==> config.mk <==
export PLATFORM = sky130hd
export DESIGN_NAME = tracker_to_midi_translator_flat
export DESIGN_NICKNAME = d
export VERILOG_FILES = /design/src/design/t2m_pkg.sv /design/src/design/t2m_channels.sv /design/src/design/t2m_engine.sv /design/src/design/t2m_rsp_queue.sv /design/src/design/tracker_to_midi_translator.sv /design/src/flat_wrapper.sv
export VERILOG_INCLUDE_DIRS = /design/src /design/src/design
export SDC_FILE = /design/constraint.sdc
export NUM_CORES = 1
export LEC_CHECK = 0
export BUFFER_PORTS_ARGS = -buffer_cell sky130_fd_sc_hd__buf_4
export CORE_MARGIN = 4
export CORE_UTILIZATION = 40
export CTS_CLUSTER_DIAMETER = 80
export CTS_CLUSTER_SIZE = 30
export DETAILED_ROUTE_END_ITERATION = 8
export GPL_ROUTABILITY_DRIVEN = 0
export HOLD_SLACK_MARGIN = 0.08
export RECOVER_POWER = 25
export REMOVE_ABC_BUFFERS = 1
export SLEW_MARGIN = 30
export SYNTH_ARGS = -nofsm -noshare
export SYNTH_HDL_FRONTEND = slang
export SYNTH_SLANG_ARGS = --single-unit
==> constraint.sdc <==
create_clock -name clock -period 8.5 [get_ports clock]
set_input_delay 2.125 -clock clock [delete_from_list [all_inputs] [get_ports clock]]
set_output_delay 2.125 -clock clock [all_outputs]
set_load 0.02 [all_outputs]
==> src/design/tracker_to_midi_translator_defines.svh <==
// Assertion helpers used by the top design file.
`ifndef TRACKER_TO_MIDI_TRANSLATOR_DEFINES_SVH
`define TRACKER_TO_MIDI_TRANSLATOR_DEFINES_SVH

// Property must hold at every clock edge outside reset.
`define T2M_ASSERT(lbl, clk, rst, prop) \
   lbl: assert property (@(posedge clk) disable iff (rst) prop) \
      else $error("t2m: property violated");

// Condition must never be seen outside reset.
`define T2M_ASSERT_NEVER(lbl, clk, rst, cond) \
   lbl: assert property (@(posedge clk) disable iff (rst) !(cond)) \
      else $error("t2m: forbidden condition seen");

`endif

==> src/design/t2m_pkg.sv <==
`default_nettype none

package t2m_pkg;

   localparam int IdleCountBits = 16;
   localparam int CmpBits       = (IdleCountBits > 16) ? IdleCountBits : 16;
   localparam int NumSlots      = 5;
   localparam int IdxBits       = $clog2(NumSlots);
   localparam int CntBits       = $clog2(NumSlots + 1);
   localparam int CsrAddrBits   = 3;
   localparam int CsrDataBits   = 16;
   localparam int NumTracks     = 4;

   localparam logic [IdleCountBits-1:0] MaxIdle = {IdleCountBits{1'b1}};

   typedef enum logic [CsrAddrBits-1:0] {
      CSR_CHANNEL_MAP     = 3'd0,
      CSR_NOTE_VELOCITY   = 3'd1,
      CSR_FEATURE_ENABLES = 3'd2,
      CSR_TRACK_MUTES     = 3'd3,
      CSR_GLOBAL_MUTE     = 3'd4,
      CSR_SOLO_VALUE      = 3'd5,
      CSR_STOP_IDLE_LIMIT = 3'd6
   } csr_index_type;

   typedef enum logic [1:0] {
      KIND_MESSAGE  = 2'd0,
      KIND_REALTIME = 2'd1,
      KIND_POLL     = 2'd2,
      KIND_RESERVED = 2'd3
   } kind_type;

   typedef enum logic [1:0] {
      GRP_NOTE    = 2'd0,
      GRP_CC      = 2'd1,
      GRP_PC      = 2'd2,
      GRP_IGNORED = 2'd3
   } cmd_group_type;

   // feature_enables bit positions
   localparam int FeatCc         = 0;
   localparam int FeatPc         = 1;
   localparam int FeatClock      = 2;
   localparam int FeatRealtime   = 3;
   localparam int FeatCorrection = 4;

   localparam logic [7:0] CmdBase      = 8'h70;
   localparam logic [7:0] RtStartByte  = 8'h7D;
   localparam logic [7:0] RtStopByte   = 8'h7E;
   localparam logic [7:0] RtIdleByte   = 8'h7F;
   localparam logic [7:0] PcClockValue = 8'h7F;
   localparam logic [6:0] VelocityRst  = 7'd100;
   localparam logic [15:0] IdleLimitRst = 16'd100;

   localparam logic [7:0] StatusClock   = 8'hF8;
   localparam logic [7:0] StatusStop    = 8'hFC;
   localparam logic [7:0] StatusStart   = 8'hFA;
   localparam logic [7:0] StatusNoteOn  = 8'h90;
   localparam logic [7:0] StatusNoteOff = 8'h80;
   localparam logic [7:0] StatusCc      = 8'hB0;
   localparam logic [7:0] StatusPc      = 8'hC0;
   localparam logic [7:0] CcController  = 8'h01;

   localparam logic [3:0] CableNoteOff  = 4'd8;
   localparam logic [3:0] CableNoteOn   = 4'd9;
   localparam logic [3:0] CableCc       = 4'd11;
   localparam logic [3:0] CablePc       = 4'd12;
   localparam logic [3:0] CableRealtime = 4'd15;

   typedef struct packed {
      logic [15:0] channel_map;
      logic [6:0]  note_velocity;
      logic [4:0]  feature_enables;
      logic [3:0]  track_mutes;
      logic        global_mute;
      logic [2:0]  solo_value;
      logic [15:0] stop_idle_limit;
   } cfg_type;

   typedef struct packed {
      logic [NumTracks-1:0][7:0] held_note;
      logic                      start_seen;
      logic                      stop_pending;
      logic [IdleCountBits-1:0]  idle_count;
      logic [1:0]                previous_track;
   } state_type;

   typedef struct packed {
      kind_type   kind;
      logic [7:0] code;
      logic [7:0] value;
   } req_item_type;

   typedef struct packed {
      logic [3:0] cable_code;
      logic [7:0] status_byte;
      logic [7:0] data_first;
      logic [7:0] data_second;
   } midi_msg_type;

   function automatic logic [3:0] chan_of(input logic [15:0] map, input logic [1:0] trk);
      return map[{trk, 2'b00} +: 4];
   endfunction

endpackage

`default_nettype wire

==> src/design/t2m_channels.sv <==
`default_nettype none

interface t2m_req_if;
   logic       valid;
   logic       ready;
   logic [1:0] kind;
   logic [7:0] code;
   logic [7:0] value;

   modport source (output valid, kind, code, value, input ready);
   modport sink   (input valid, kind, code, value, output ready);
endinterface

interface t2m_rsp_if;
   logic       valid;
   logic       ready;
   logic [3:0] cable_code;
   logic [7:0] status_byte;
   logic [7:0] data_first;
   logic [7:0] data_second;
   logic       last_of_run;

   modport source (output valid, cable_code, status_byte, data_first, data_second,
                   last_of_run, input ready);
   modport sink   (input valid, cable_code, status_byte, data_first, data_second,
                   last_of_run, output ready);
endinterface

`default_nettype wire

==> src/design/t2m_engine.sv <==
`default_nettype none

module t2m_engine
   import t2m_pkg::*;
(
   input  wire req_item_type                 item,
   input  wire cfg_type                      cfg,
   input  wire state_type                    st,
   output state_type                         nxt,
   output midi_msg_type [NumSlots-1:0]       msgs,
   output logic [CntBits-1:0]                msg_cnt
);

   midi_msg_type [NumSlots-1:0] cand;
   logic [NumSlots-1:0]         cand_v;
   logic [7:0]                  cmd;
   logic [1:0]                  trk;
   logic [1:0]                  play_trk;
   logic [7:0]                  play_note;
   logic                        do_play;
   logic [6:0]                  vel;
   logic                        rt_en;
   logic                        corr_ok;
   logic [CmpBits-1:0]          idle_ext;
   logic [CmpBits-1:0]          limit_ext;

   always_comb begin
      nxt       = st;
      cand      = '0;
      cand_v    = '0;
      do_play   = 1'b0;
      cmd       = item.code - CmdBase;
      trk       = cmd[1:0];
      play_trk  = trk;
      play_note = item.value;
      rt_en     = cfg.feature_enables[FeatRealtime];
      corr_ok   = cfg.feature_enables[FeatCorrection] && (item.value != 8'd0);
      idle_ext  = CmpBits'(st.idle_count);
      limit_ext = CmpBits'(cfg.stop_idle_limit);

      unique case (item.kind)
         KIND_MESSAGE: begin
            nxt.idle_count   = '0;
            nxt.stop_pending = 1'b0;
            if (cmd[7:4] != 4'd0) begin
               nxt.previous_track = 2'd0;
            end else if (!cfg.track_mutes[trk]) begin
               nxt.previous_track = trk;
               unique case (cmd_group_type'(cmd[3:2]))
                  GRP_NOTE: begin
                     do_play = 1'b1;
                  end
                  GRP_CC: begin
                     if (cfg.feature_enables[FeatCc]) begin
                        cand_v[0] = 1'b1;
                        cand[0]   = '{CableCc, StatusCc | {4'd0, chan_of(cfg.channel_map, trk)},
                                      CcController, item.value};
                     end else if (corr_ok) begin
                        do_play  = 1'b1;
                        play_trk = st.previous_track;
                     end
                  end
                  GRP_PC: begin
                     if (item.value == PcClockValue) begin
                        if (cfg.feature_enables[FeatClock]) begin
                           cand_v[0] = 1'b1;
                           cand[0]   = '{CableRealtime, StatusClock, 8'd0, 8'd0};
                        end
                     end else if (cfg.feature_enables[FeatPc]) begin
                        cand_v[0] = 1'b1;
                        cand[0]   = '{CablePc, StatusPc | {4'd0, chan_of(cfg.channel_map, trk)},
                                      item.value, 8'd0};
                     end else if (corr_ok) begin
                        do_play  = 1'b1;
                        play_trk = st.previous_track;
                     end
                  end
                  default: begin
                  end
               endcase
            end
         end
         KIND_REALTIME: begin
            priority if (item.code == RtStartByte) begin
               if (rt_en && !st.start_seen) begin
                  cand_v[0]        = 1'b1;
                  cand[0]          = '{CableRealtime, StatusStart, 8'd0, 8'd0};
                  nxt.start_seen   = 1'b1;
                  nxt.stop_pending = 1'b0;
               end
            end else if (item.code == RtStopByte) begin
               if (rt_en) nxt.stop_pending = 1'b1;
            end else if (item.code == RtIdleByte) begin
               if (st.stop_pending && st.idle_count != MaxIdle)
                  nxt.idle_count = st.idle_count + 1'b1;
            end else begin
            end
         end
         KIND_POLL: begin
            if (st.stop_pending && idle_ext > limit_ext) begin
               if (rt_en) begin
                  cand_v[0] = 1'b1;
                  cand[0]   = '{CableRealtime, StatusStop, 8'd0, 8'd0};
               end
               for (int t = 0; t < NumTracks; t++) begin
                  if (st.held_note[t] != 8'd0) begin
                     cand_v[t+1] = 1'b1;
                     cand[t+1]   = '{CableNoteOff,
                                     StatusNoteOff | {4'd0, chan_of(cfg.channel_map, 2'(t))},
                                     st.held_note[t], 8'd0};
                  end
               end
               nxt.held_note    = '0;
               nxt.start_seen   = 1'b0;
               nxt.stop_pending = 1'b0;
               nxt.idle_count   = '0;
            end
         end
         default: begin
         end
      endcase

      // note play: off for the held note if there is one, then on unless the new note is zero
      vel = cfg.note_velocity;
      if ((cfg.solo_value != 3'd0 && {1'b0, play_trk} != cfg.solo_value) || cfg.global_mute)
         vel = 7'd0;
      if (do_play) begin
         if (st.held_note[play_trk] != 8'd0) begin
            cand_v[0] = 1'b1;
            cand[0]   = '{CableNoteOff,
                          StatusNoteOff | {4'd0, chan_of(cfg.channel_map, play_trk)},
                          st.held_note[play_trk], 8'd0};
         end
         if (play_note != 8'd0) begin
            cand_v[1] = 1'b1;
            cand[1]   = '{CableNoteOn,
                          StatusNoteOn | {4'd0, chan_of(cfg.channel_map, play_trk)},
                          play_note, {1'b0, vel}};
         end
         nxt.held_note[play_trk] = play_note;
      end
   end

   // pack the valid slots in order
   always_comb begin
      msgs    = '0;
      msg_cnt = '0;
      for (int i = 0; i < NumSlots; i++) begin
         if (cand_v[i]) begin
            msgs[msg_cnt[IdxBits-1:0]] = cand[i];
            msg_cnt = msg_cnt + 1'b1;
         end
      end
   end

endmodule

`default_nettype wire

==> src/design/t2m_rsp_queue.sv <==
`default_nettype none

module t2m_rsp_queue
   import t2m_pkg::*;
(
   input  wire                               clock,
   input  wire                               reset,
   input  wire                               load,
   input  wire midi_msg_type [NumSlots-1:0]  load_msgs,
   input  wire [CntBits-1:0]                 load_cnt,
   input  wire                               pop,
   output midi_msg_type                      head,
   output logic [CntBits-1:0]                cnt
);

   midi_msg_type [NumSlots-1:0] q_ff, q_in;
   logic [CntBits-1:0]          cnt_ff, cnt_in;

   always_comb begin
      q_in   = q_ff;
      cnt_in = cnt_ff;
      priority if (load) begin
         q_in   = load_msgs;
         cnt_in = load_cnt;
      end else if (pop) begin
         for (int i = 0; i < NumSlots - 1; i++) q_in[i] = q_ff[i+1];
         cnt_in = cnt_ff - 1'b1;
      end else begin
      end
   end

   always_ff @(posedge clock) begin
      q_ff <= q_in;
      if (reset) begin
         cnt_ff <= '0;
      end else begin
         cnt_ff <= cnt_in;
      end
   end

   assign head = q_ff[0];
   assign cnt  = cnt_ff;

endmodule

`default_nettype wire

==> src/design/tracker_to_midi_translator.sv <==
// Path: a request waits in the input register until the result queue is empty or is
//   handing over its last message; the engine then loads the request's MIDI messages
//   into the result queue register, whose head drives rsp.
// Throughput: one request per cycle while rsp is ready and each makes at most one
//   message; a request that makes N messages (N = 0..5) holds the queue for N handshakes.
// Reset: synchronous, active high; clears the held notes, transport flags, idle count,
//   previous track, queue and restores register defaults (velocity and stop limit 100).
`default_nettype none

`include "tracker_to_midi_translator_defines.svh"

module tracker_to_midi_translator
   import t2m_pkg::*;
(
   input  wire                     clock,
   input  wire                     reset,
   t2m_req_if.sink                 req_chan,
   t2m_rsp_if.source               rsp_chan,
   input  wire                     csr_we,
   input  wire [CsrAddrBits-1:0]   csr_index,
   input  wire [CsrDataBits-1:0]   csr_wdata
);

   // configuration registers
   cfg_type cfg_ff, cfg_in;

   // input register: one request waiting for the engine
   logic         in_valid_ff, in_valid_in;
   req_item_type in_item_ff, in_item_in;

   // translator state (held notes, transport flags, idle count)
   state_type state_ff, state_nxt;

   midi_msg_type [NumSlots-1:0] eng_msgs;
   logic [CntBits-1:0]          eng_cnt;
   midi_msg_type                q_head;
   logic [CntBits-1:0]          q_cnt;
   logic                        advance;
   logic                        req_fire;
   logic                        rsp_fire;
   logic                        q_load;
   logic                        q_drain_last;

   // The engine may retire the waiting request once the queue is empty or is
   // handing over its last message this very cycle.
   assign rsp_fire = rsp_chan.valid && rsp_chan.ready;
   assign advance  = in_valid_ff && ((q_cnt == '0) || (q_cnt == CntBits'(1) && rsp_chan.ready));
   assign req_chan.ready = !in_valid_ff || advance;
   assign req_fire = req_chan.valid && req_chan.ready;

   // queue loads only when the retiring request made messages
   assign q_load       = advance && (eng_cnt != '0);
   assign q_drain_last = rsp_fire && (q_cnt == CntBits'(1)) && !in_valid_ff;

   always_comb begin
      in_valid_in = in_valid_ff;
      in_item_in  = in_item_ff;
      if (req_fire) begin
         in_valid_in = 1'b1;
         in_item_in  = '{kind_type'(req_chan.kind), req_chan.code, req_chan.value};
      end else if (advance) begin
         in_valid_in = 1'b0;
      end
   end

   // register writes; indexes past the list are dropped
   always_comb begin
      cfg_in = cfg_ff;
      if (csr_we) begin
         unique case (csr_index_type'(csr_index))
            CSR_CHANNEL_MAP:     cfg_in.channel_map     = csr_wdata;
            CSR_NOTE_VELOCITY:   cfg_in.note_velocity   = csr_wdata[6:0];
            CSR_FEATURE_ENABLES: cfg_in.feature_enables = csr_wdata[4:0];
            CSR_TRACK_MUTES:     cfg_in.track_mutes     = csr_wdata[3:0];
            CSR_GLOBAL_MUTE:     cfg_in.global_mute     = csr_wdata[0];
            CSR_SOLO_VALUE:      cfg_in.solo_value      = csr_wdata[2:0];
            CSR_STOP_IDLE_LIMIT: cfg_in.stop_idle_limit = csr_wdata;
            default: begin
            end
         endcase
      end
   end

   always_ff @(posedge clock) begin
      in_item_ff <= in_item_in;
      if (reset) begin
         in_valid_ff <= 1'b0;
         cfg_ff      <= '{16'd0, VelocityRst, 5'd0, 4'd0, 1'b0, 3'd0, IdleLimitRst};
         state_ff    <= '0;
      end else begin
         in_valid_ff <= in_valid_in;
         cfg_ff      <= cfg_in;
         if (advance) state_ff <= state_nxt;
      end
   end

   // all the decoding for one request: messages out and next state
   t2m_engine u_engine (
      .item    (in_item_ff),
      .cfg     (cfg_ff),
      .st      (state_ff),
      .nxt     (state_nxt),
      .msgs    (eng_msgs),
      .msg_cnt (eng_cnt)
   );

   // result queue: holds up to five messages, drains one per handshake
   t2m_rsp_queue u_rsp_queue (
      .clock     (clock),
      .reset     (reset),
      .load      (q_load),
      .load_msgs (eng_msgs),
      .load_cnt  (eng_cnt),
      .pop       (rsp_fire),
      .head      (q_head),
      .cnt       (q_cnt)
   );

   assign rsp_chan.valid       = (q_cnt != '0);
   assign rsp_chan.cable_code  = q_head.cable_code;
   assign rsp_chan.status_byte = q_head.status_byte;
   assign rsp_chan.data_first  = q_head.data_first;
   assign rsp_chan.data_second = q_head.data_second;
   assign rsp_chan.last_of_run = (q_cnt == CntBits'(1));

   // queue never holds more than one request's worth of messages
   `T2M_ASSERT_NEVER(a_queue_bound, clock, reset, q_cnt > CntBits'(NumSlots))
   // a loaded queue holds exactly the engine's message count
   `T2M_ASSERT(a_load_count, clock, reset, q_load |=> (q_cnt == $past(eng_cnt)))
   // draining the last message with nothing waiting leaves the output idle
   `T2M_ASSERT(a_drain_idle, clock, reset, q_drain_last |=> !rsp_chan.valid)

endmodule

`default_nettype wire
==> src/flat_wrapper.sv <==
// flat-port wrapper written by rule: the top's interface ports become plain ports
module tracker_to_midi_translator_flat import t2m_pkg::*;
  (clock, reset, csr_we, csr_index, csr_wdata, req_chan_valid, req_chan_kind, req_chan_code, req_chan_value, req_chan_ready, rsp_chan_valid, rsp_chan_cable_code, rsp_chan_status_byte, rsp_chan_data_first, rsp_chan_data_second, rsp_chan_last_of_run, rsp_chan_ready);
  t2m_req_if req_chan_i ();
  t2m_rsp_if rsp_chan_i ();
  input  wire clock;
  input  wire reset;
  input  wire csr_we;
  input  wire [CsrAddrBits-1:0] csr_index;
  input  wire [CsrDataBits-1:0] csr_wdata;
  input wire logic [$bits(req_chan_i.valid)-1:0] req_chan_valid;
  input wire logic [$bits(req_chan_i.kind)-1:0] req_chan_kind;
  input wire logic [$bits(req_chan_i.code)-1:0] req_chan_code;
  input wire logic [$bits(req_chan_i.value)-1:0] req_chan_value;
  output wire logic [$bits(req_chan_i.ready)-1:0] req_chan_ready;
  output wire logic [$bits(rsp_chan_i.valid)-1:0] rsp_chan_valid;
  output wire logic [$bits(rsp_chan_i.cable_code)-1:0] rsp_chan_cable_code;
  output wire logic [$bits(rsp_chan_i.status_byte)-1:0] rsp_chan_status_byte;
  output wire logic [$bits(rsp_chan_i.data_first)-1:0] rsp_chan_data_first;
  output wire logic [$bits(rsp_chan_i.data_second)-1:0] rsp_chan_data_second;
  output wire logic [$bits(rsp_chan_i.last_of_run)-1:0] rsp_chan_last_of_run;
  input wire logic [$bits(rsp_chan_i.ready)-1:0] rsp_chan_ready;
  assign req_chan_i.valid = req_chan_valid;
  assign req_chan_i.kind = req_chan_kind;
  assign req_chan_i.code = req_chan_code;
  assign req_chan_i.value = req_chan_value;
  assign req_chan_ready = req_chan_i.ready;
  assign rsp_chan_valid = rsp_chan_i.valid;
  assign rsp_chan_cable_code = rsp_chan_i.cable_code;
  assign rsp_chan_status_byte = rsp_chan_i.status_byte;
  assign rsp_chan_data_first = rsp_chan_i.data_first;
  assign rsp_chan_data_second = rsp_chan_i.data_second;
  assign rsp_chan_last_of_run = rsp_chan_i.last_of_run;
  assign rsp_chan_i.ready = rsp_chan_ready;
  tracker_to_midi_translator u_core (.clock(clock), .reset(reset), .req_chan(req_chan_i), .rsp_chan(rsp_chan_i), .csr_we(csr_we), .csr_index(csr_index), .csr_wdata(csr_wdata));
endmodule
# Yosys cells after proc, flatten, opt, wreduce, memory -nomap -nowiden
# Cells that the tools add are included.
# totals
reg_bits,266
# classes
add_sub_neg,7
magnitude_cmp,12
n_eq_ne,28
n_shift,2
muxes,108
reduce_logical,49
# op_table
op,n
$mux W140,5
$bwmux W140,4
$mux W28,20
$demux W28 S3,4
$mux W112,3
$pmux W28 S3,1
$mux W16,4
$mux W32,2
$mux W56,1
$pmux W28 S2,1
$pmux W17 S3,1
$mux W50,1
$reduce_bool A8 Y1,6
$bwmux W32,1
$eq A8 B7 Y1 const B,4
$shiftx A16 B5 Y4,2
$mux W1,30
$mux W2,11
$mux W3,6
$add A16 B1 Y16 const B,1
$bmux W8 S2,1
$demux W8 S2,1
$gt A16 B16 Y1,1
$lt A3 B4 Y1 const B,4
other kinds (37),91

# Depth between registers and ports, before layout
# depth
ltp_word,28
depth_mapped,27
ltp_nobuf,24

# Modules after synthesis
# A second synthesis with hierarchy kept.
# hier_totals
hier_cells,1698
hier_area_um2,16612.2
# modules_own_cells
mod,n_inst,cells_per_inst,area_per_inst_um2,seq_area_each_um2
t2m_rsp_queue,1,312,6030.8,4264.1
t2m_engine,1,917,5734.2,0.0
tracker_to_midi_translator,1,469,4847.1,2642.5

# Worst setup path before layout
# No wires, ideal clock.
# synth_path
path_kind,reg-to-reg
startpoint,register u_core.in_item_ff[8] in the netlist's numbering
endpoint,register u_core.u_rsp_queue.q_ff (netlist bit u_core.u_rsp_queue.head[0]) (enable)
arrival_time_ns,6.636
required_ns,7.754
slack_ns,1.118
stages_incl_launch_ff,22
period_less_slack_ns,7.382
path_cell_list,edfxtp_1 > buf_6 > mux4_2 > nand4b_4 > a21o_1 > or2_1 > a21o_1 > buf_6 > mux2_1 > a222oi_1 > a31oi_2 > or2_1 > buf_2 > fa_1 > clkbuf_1 > xnor2_1 > nand2_1 > a21o_1 > and2_1 > o311ai_0 > clkbuf_1 > nand2_1
# synth_between
elab_chain_len,25
word_cells_on_any_way,42
cone_classes,5 x add/sub; 3 x eq/ne; 28 x mux; 6 x reduce/logical
# synth_lines
element,line,rtl
"start, declared",tracker_to_midi_translator.sv:29,"req_item_type in_item_ff, in_item_in;"
"start signal, assigned",tracker_to_midi_translator.sv:85,in_item_ff <= in_item_in;
$sub A8 B7 Y8,t2m_engine.sv:32,cmd = item.code - CmdBase;
$mux W2,"t2m_engine.sv:58, t2m_engine.sv:73",
$mux W2,t2m_engine.sv:69,end else if (cfg.feature_enables[FeatPc]) begin
$mux W2,t2m_engine.sv:64,if (item.value == PcClockValue) begin
$pmux W2 S2,t2m_engine.sv:49,unique case (cmd_group_type'(cmd[3:2]))
$mux W2,t2m_engine.sv:47,end else if (!cfg.track_mutes[trk]) begin
$mux W2,t2m_engine.sv:45,if (cmd[7:4] != 4'd0) begin
$mux W2,t2m_engine.sv:41,unique case (item.kind)
[... 9 more ...],n/a,
$mux W3 (*),t2m_engine.sv:149,if (cand_v[i]) begin
$add A3 B1 Y3,t2m_engine.sv:151,msg_cnt = msg_cnt + 1'b1;
$mux W3 (*),t2m_engine.sv:149,
$add A3 B1 Y3,t2m_engine.sv:151,
$mux W3 (*),t2m_engine.sv:149,
$reduce_bool A3 Y1 (*),tracker_to_midi_translator.sv:52,assign q_load = advance && (eng_cnt != '0);
$logic_and A1 B1 Y1 (*),tracker_to_midi_translator.sv:52,
$reduce_bool A2 Y1 (no source line) (*),n/a,
"end signal, assigned",t2m_rsp_queue.sv:33,q_ff <= q_in;
"end, declared",t2m_rsp_queue.sv:16,"midi_msg_type [NumSlots-1:0] q_ff, q_in;"
# Mark *: on every way between the ends. The rest lies on a longest branch, timed or not. The select of a mux whose other input is x is not followed.
# A chain may end at the register's enable or synchronous reset.

# Worst setup path after layout
# layout_path
startpoint,register u_core.in_item_ff[8] in the netlist's numbering
endpoint,"register u_core.u_rsp_queue.q_ff (netlist bit u_core.u_rsp_queue.head[27]), data pin"
# layout_between
elab_chain_len,27
word_cells_on_any_way,78
cone_classes,5 x add/sub; 8 x order compare; 3 x eq/ne; 53 x mux; 9 x reduce/logical
# layout_lines
element,line,rtl
$sub A8 B7 Y8,t2m_engine.sv:32,
$mux W2,"t2m_engine.sv:58, t2m_engine.sv:73",
$mux W2,t2m_engine.sv:69,
$mux W2,t2m_engine.sv:64,
$pmux W2 S2,t2m_engine.sv:49,
$mux W2,t2m_engine.sv:47,
$mux W2,t2m_engine.sv:45,
$mux W2,t2m_engine.sv:41,
[... 11 more ...],n/a,
"$mux W3, or another cell as far along",t2m_engine.sv:149,
"$lt A3 B4 Y1 (not written as such), or another cell as far along",t2m_engine.sv:150,msgs[msg_cnt[IdxBits-1:0]] = cand[i];
"$logic_and A1 B1 Y1 (not written as such), or another cell as far along",t2m_engine.sv:150,
$mux W28 (not written as such) or $bwmux W140 (tied branches),t2m_engine.sv:150,
$demux W28 S3 or $mux W140 (tied branches),"t2m_engine.sv:150, t2m_engine.sv:149",
$bwmux W140,t2m_engine.sv:150,
$mux W140,t2m_engine.sv:149,
$mux W112 (*),t2m_rsp_queue.sv:22,priority if (load) begin
# Marked as above.

==> impl_results.md <==
- Max incr delay on CP: 690 ps
- Die area: 0.0335 mm^2
- CTS resizes: 0
- Worst-path cell chain: mux4_2 -> nand4b_4 -> a21o_1 -> or2_1 -> a21oi_1 -> nor2_1 -> a222oi_1 -> a31oi_2 -> or2_1 -> fa_1 -> buf_4 -> ha_1 -> nand2_1 -> xnor2_1 -> nor2_1 -> o311ai_2 -> buf_4 -> nor3_1 -> nand2_1 -> o32a_1
- Delay-heaviest family, CP: simple AND/OR/NAND/NOR gates
- Reg2Reg Launch Point: u_core.in_item_ff[8]
- Power per Cell Area: 191 mW/mm^2
- First-pass GRT wire length: slightly above 60000 um
- Number of setup buffers added after CTS: 0
- Starting Density: 0.409
- Hold WS: between 400 and 500 ps
- Cells on worst reg2reg path: 20
- M3 GR Usage: 0.0413
- Post-DP HPWL: 27500 um
- H-tree depth: 1
- Initial antenna violation count: 0
- Latest clock arrival within the worst-skew pair: about 500 ps
- Data required time at the worst endpoint: 8750 ps
- Synthesized area per cell: 8.54 um^2
- Final Setup Violations: 0
- Post-synth EDFFs: 102
- Worst reg2reg setup slack: 960 ps
- RSZ-0062 raised after global routing: false
- Min Clock Period, post-route: between 7000 and 8000 ps
- Post-Synth XOR/XNOR Area: 0.0150
- WL/cell: 21.9 um
- Worst min path class: reg -> reg
- Hold path startpoint: u_core.cfg_ff[9]
- Total number of vias: 11068
- Compound-Gate Fraction of Synth Area: 0.215
- Chip height: 183 um
- Tot Pwr: 2.53 mW
- Crit path capture type: flop
- Worst Setup SP: u_core.in_item_ff[8]
- Commonest non-fill, non-tap cell in the layout: nand2_1
- Clock buffer depth: 3
- Synth async-reset ratio: 0
- Max_cap viols: 2
- Largest family of logic cells by synthesized area: compound AO/OA/AOI/OAI gates
- Max VDD drop: 0.000194 V
- Final Hold Vio Count: 0
- Synth unique cells: 79
- Synth warn: 0
- Hold_buf cts: 0
- Vias in the first global route: slightly above 10000
- Final net count: 1477
- ANT nets after route: 0
- Mapped cell area: 0.0122 mm^2
- Fmax: 0.133 GHz
- Total CTS buffers: 13
- Io pins: 73
- CP max FO: 32
- Max_slew headroom: -1.38
- Post-synthesis adder-cell area fraction: 0.0364
- DR DRC count: 0
- Syn Inst Count: 1434
- Status: finished, violations left
- Antenna fix cells: 0
- Most Used Layer, Global Route: met2
- Congestion Overflow GR: 0
- Sequential area share after synthesis: 0.427
- Iter 0 DRT Violations: 1323
- Startpoint types: flop
- CP max-delay cell: edfxtp_1
- Final worst path period share: 0.887
- Die extent in x: 183 um
- Gr usage total: 0.226
- Max-slew violation count: 101
- Simple-gate area share of the yosys netlist: 0.209
- # rows: 63
- Detailed Route WL: 39300 um
- Area growth, synth to finish: 8.29%
- CTS clk-pin slew, worst paths: 100 ps
- Core Area: 0.0300 mm^2
- Routed vias/inst: 6.16
- Drt first pass iters: 5
- CP Class: reg -> reg
- Crit path to: u_core.u_rsp_queue.head[27]
- Critical path depth: 20
- Mux contribution to synthesized area: 0.0323
- CP bufs+invs: 2
- Share of cells above drive strength 1: 0.0967
- Violated checks: capacitance limit, slew limit
- Largest net degree at the start of global routing: 82
- RR Endpoint: u_core.u_rsp_queue.head[27]
- Post-route setup TNS: 0 ps
- Lkg Pwr: 4.84 nW
- CTS tree: built
- Primary FF master, synth: dfxtp_1
- Root buf cell: clkbuf_16
- Flop and latch count out of synthesis: 210
- Worst-margin pin slew: roughly 3600 ps
- Met1 Resource Use GR: 0.325
- Port Buffers: 72
- Most frequent cells in the layout: nand2_1, nor2_1, dfxtp_1
- GR Util met2: 0.349
- Clock skew: 32.0 ps
- CTS sink cnt: 210
- CP arrival: 7790 ps
[stage by stage]
stage / std cells / area [um^2] / setup slack [ps] / util
floorplan: 1288 / 11600 / -9790 / -
global placement: 1774 / 12800 / 1320 / 0.428
detailed placement: 1774 / 12800 / 1080 / 0.428
CTS: 1795 / 13300 / 1020 / 0.443
global route: 1796 / 13300 / 509 / 0.443
finish: 1796 / 13300 / 960 / 0.443
[kinds of logic (layout without fill, tap and decap cells)]
group,Yosys count,after routing
buffers and inverters,182,154
xor gates and xnor gates,21,21
DFF,210,210
adders and majority gates,35,35
muxes,33,33
and+or+nand+nor,563,563
AOI/OAI and AO/OA,390,390
[cell usage after synthesis (7+ instances only)]
master	count	area (um^2)
a211oi_1	7	52.6
a21o_1	10	75.1
a21oi_1	93	465
a221oi_1	23	201
a22o_1	16	140
a22oi_1	13	97.6
a31oi_1	17	106
a32oi_1	32	280
and2_1	14	87.6
and3_1	17	106
buf_1	11	41.3
buf_4	29	218
clkbuf_1	97	364
dfxtp_1	108	2160
edfxtp_1	102	3060
ha_1	34	425
inv_1	36	135
mux2i_1	26	260
nand2_1	221	830
nand2b_1	7	43.8
nand3_1	75	375
nand3b_1	7	52.6
nand4_1	12	75.1
nor2_1	137	514
nor3_1	27	135
o211ai_1	9	67.6
o21ai_0	86	430
o22ai_1	10	62.6
o31ai_1	7	52.6
or3_1	10	62.6
or4_1	7	52.6
xnor2_1	9	78.8
xor2_1	12	105
[where the power goes]
group	internal (mW)	switching (mW)
sequential	1.25	0.0869
combinational	0.178	0.303
clock	0.317	0.393
total	1.75	0.783
[cell type report]
type	count	area [um^2]
fillers	3018	16700
clock inverters	7	104
repair buffers	97	729
flip-flops and latches	210	5230
well taps	390	488
multi-input cells	1042	6240
inverters	36	135
clock buffers	14	339
[worst reg2reg max path, cell delays in order (launching register included)]
cell and delay, ps:
edfxtp_1 690, mux4_2 620, nand4b_4 230, a21o_1 210, or2_1 220, a21oi_1 530
nor2_1 150, a222oi_1 690, a31oi_2 210, or2_1 440, fa_1 600, buf_4 230
ha_1 220, nand2_1 70, xnor2_1 160, nor2_1 230, o311ai_2 200, buf_4 300
nor3_1 520, nand2_1 380, o32a_1 390
[how the worst min path moves through the flow]
stage	to	slack, ps	depth (start not counted)
2_1_floorplan	u_core.cfg_ff[10]	430	2
3_5_place_dp	u_core.cfg_ff[10]	450	2
4_1_cts	u_core.cfg_ff[10]	470	2
5_1_grt	u_core.cfg_ff[9]	490	2
6_report	u_core.cfg_ff[9]	470	2
3_3_place_gp	u_core.cfg_ff[7]	440	2
[routing by layer]
layer  part of all wire  up-vias
met5                  0        -
met4              0.031        0
met3              0.092       94
met2               0.44      576
met1               0.43     5251
li1                   -     5147
[registers in the layout, summed over array words and instances, names as in the netlist]
signal                   cells
u_core.u_rsp_queue.head     24
u_core.cfg_ff               52
u_core.u_rsp_queue.q_ff     60
u_core.in_valid_ff           1
u_core.state_ff             52
u_core.u_rsp_queue.cnt       3
u_core.in_item_ff           18
(Power assumes the default switching activity.)
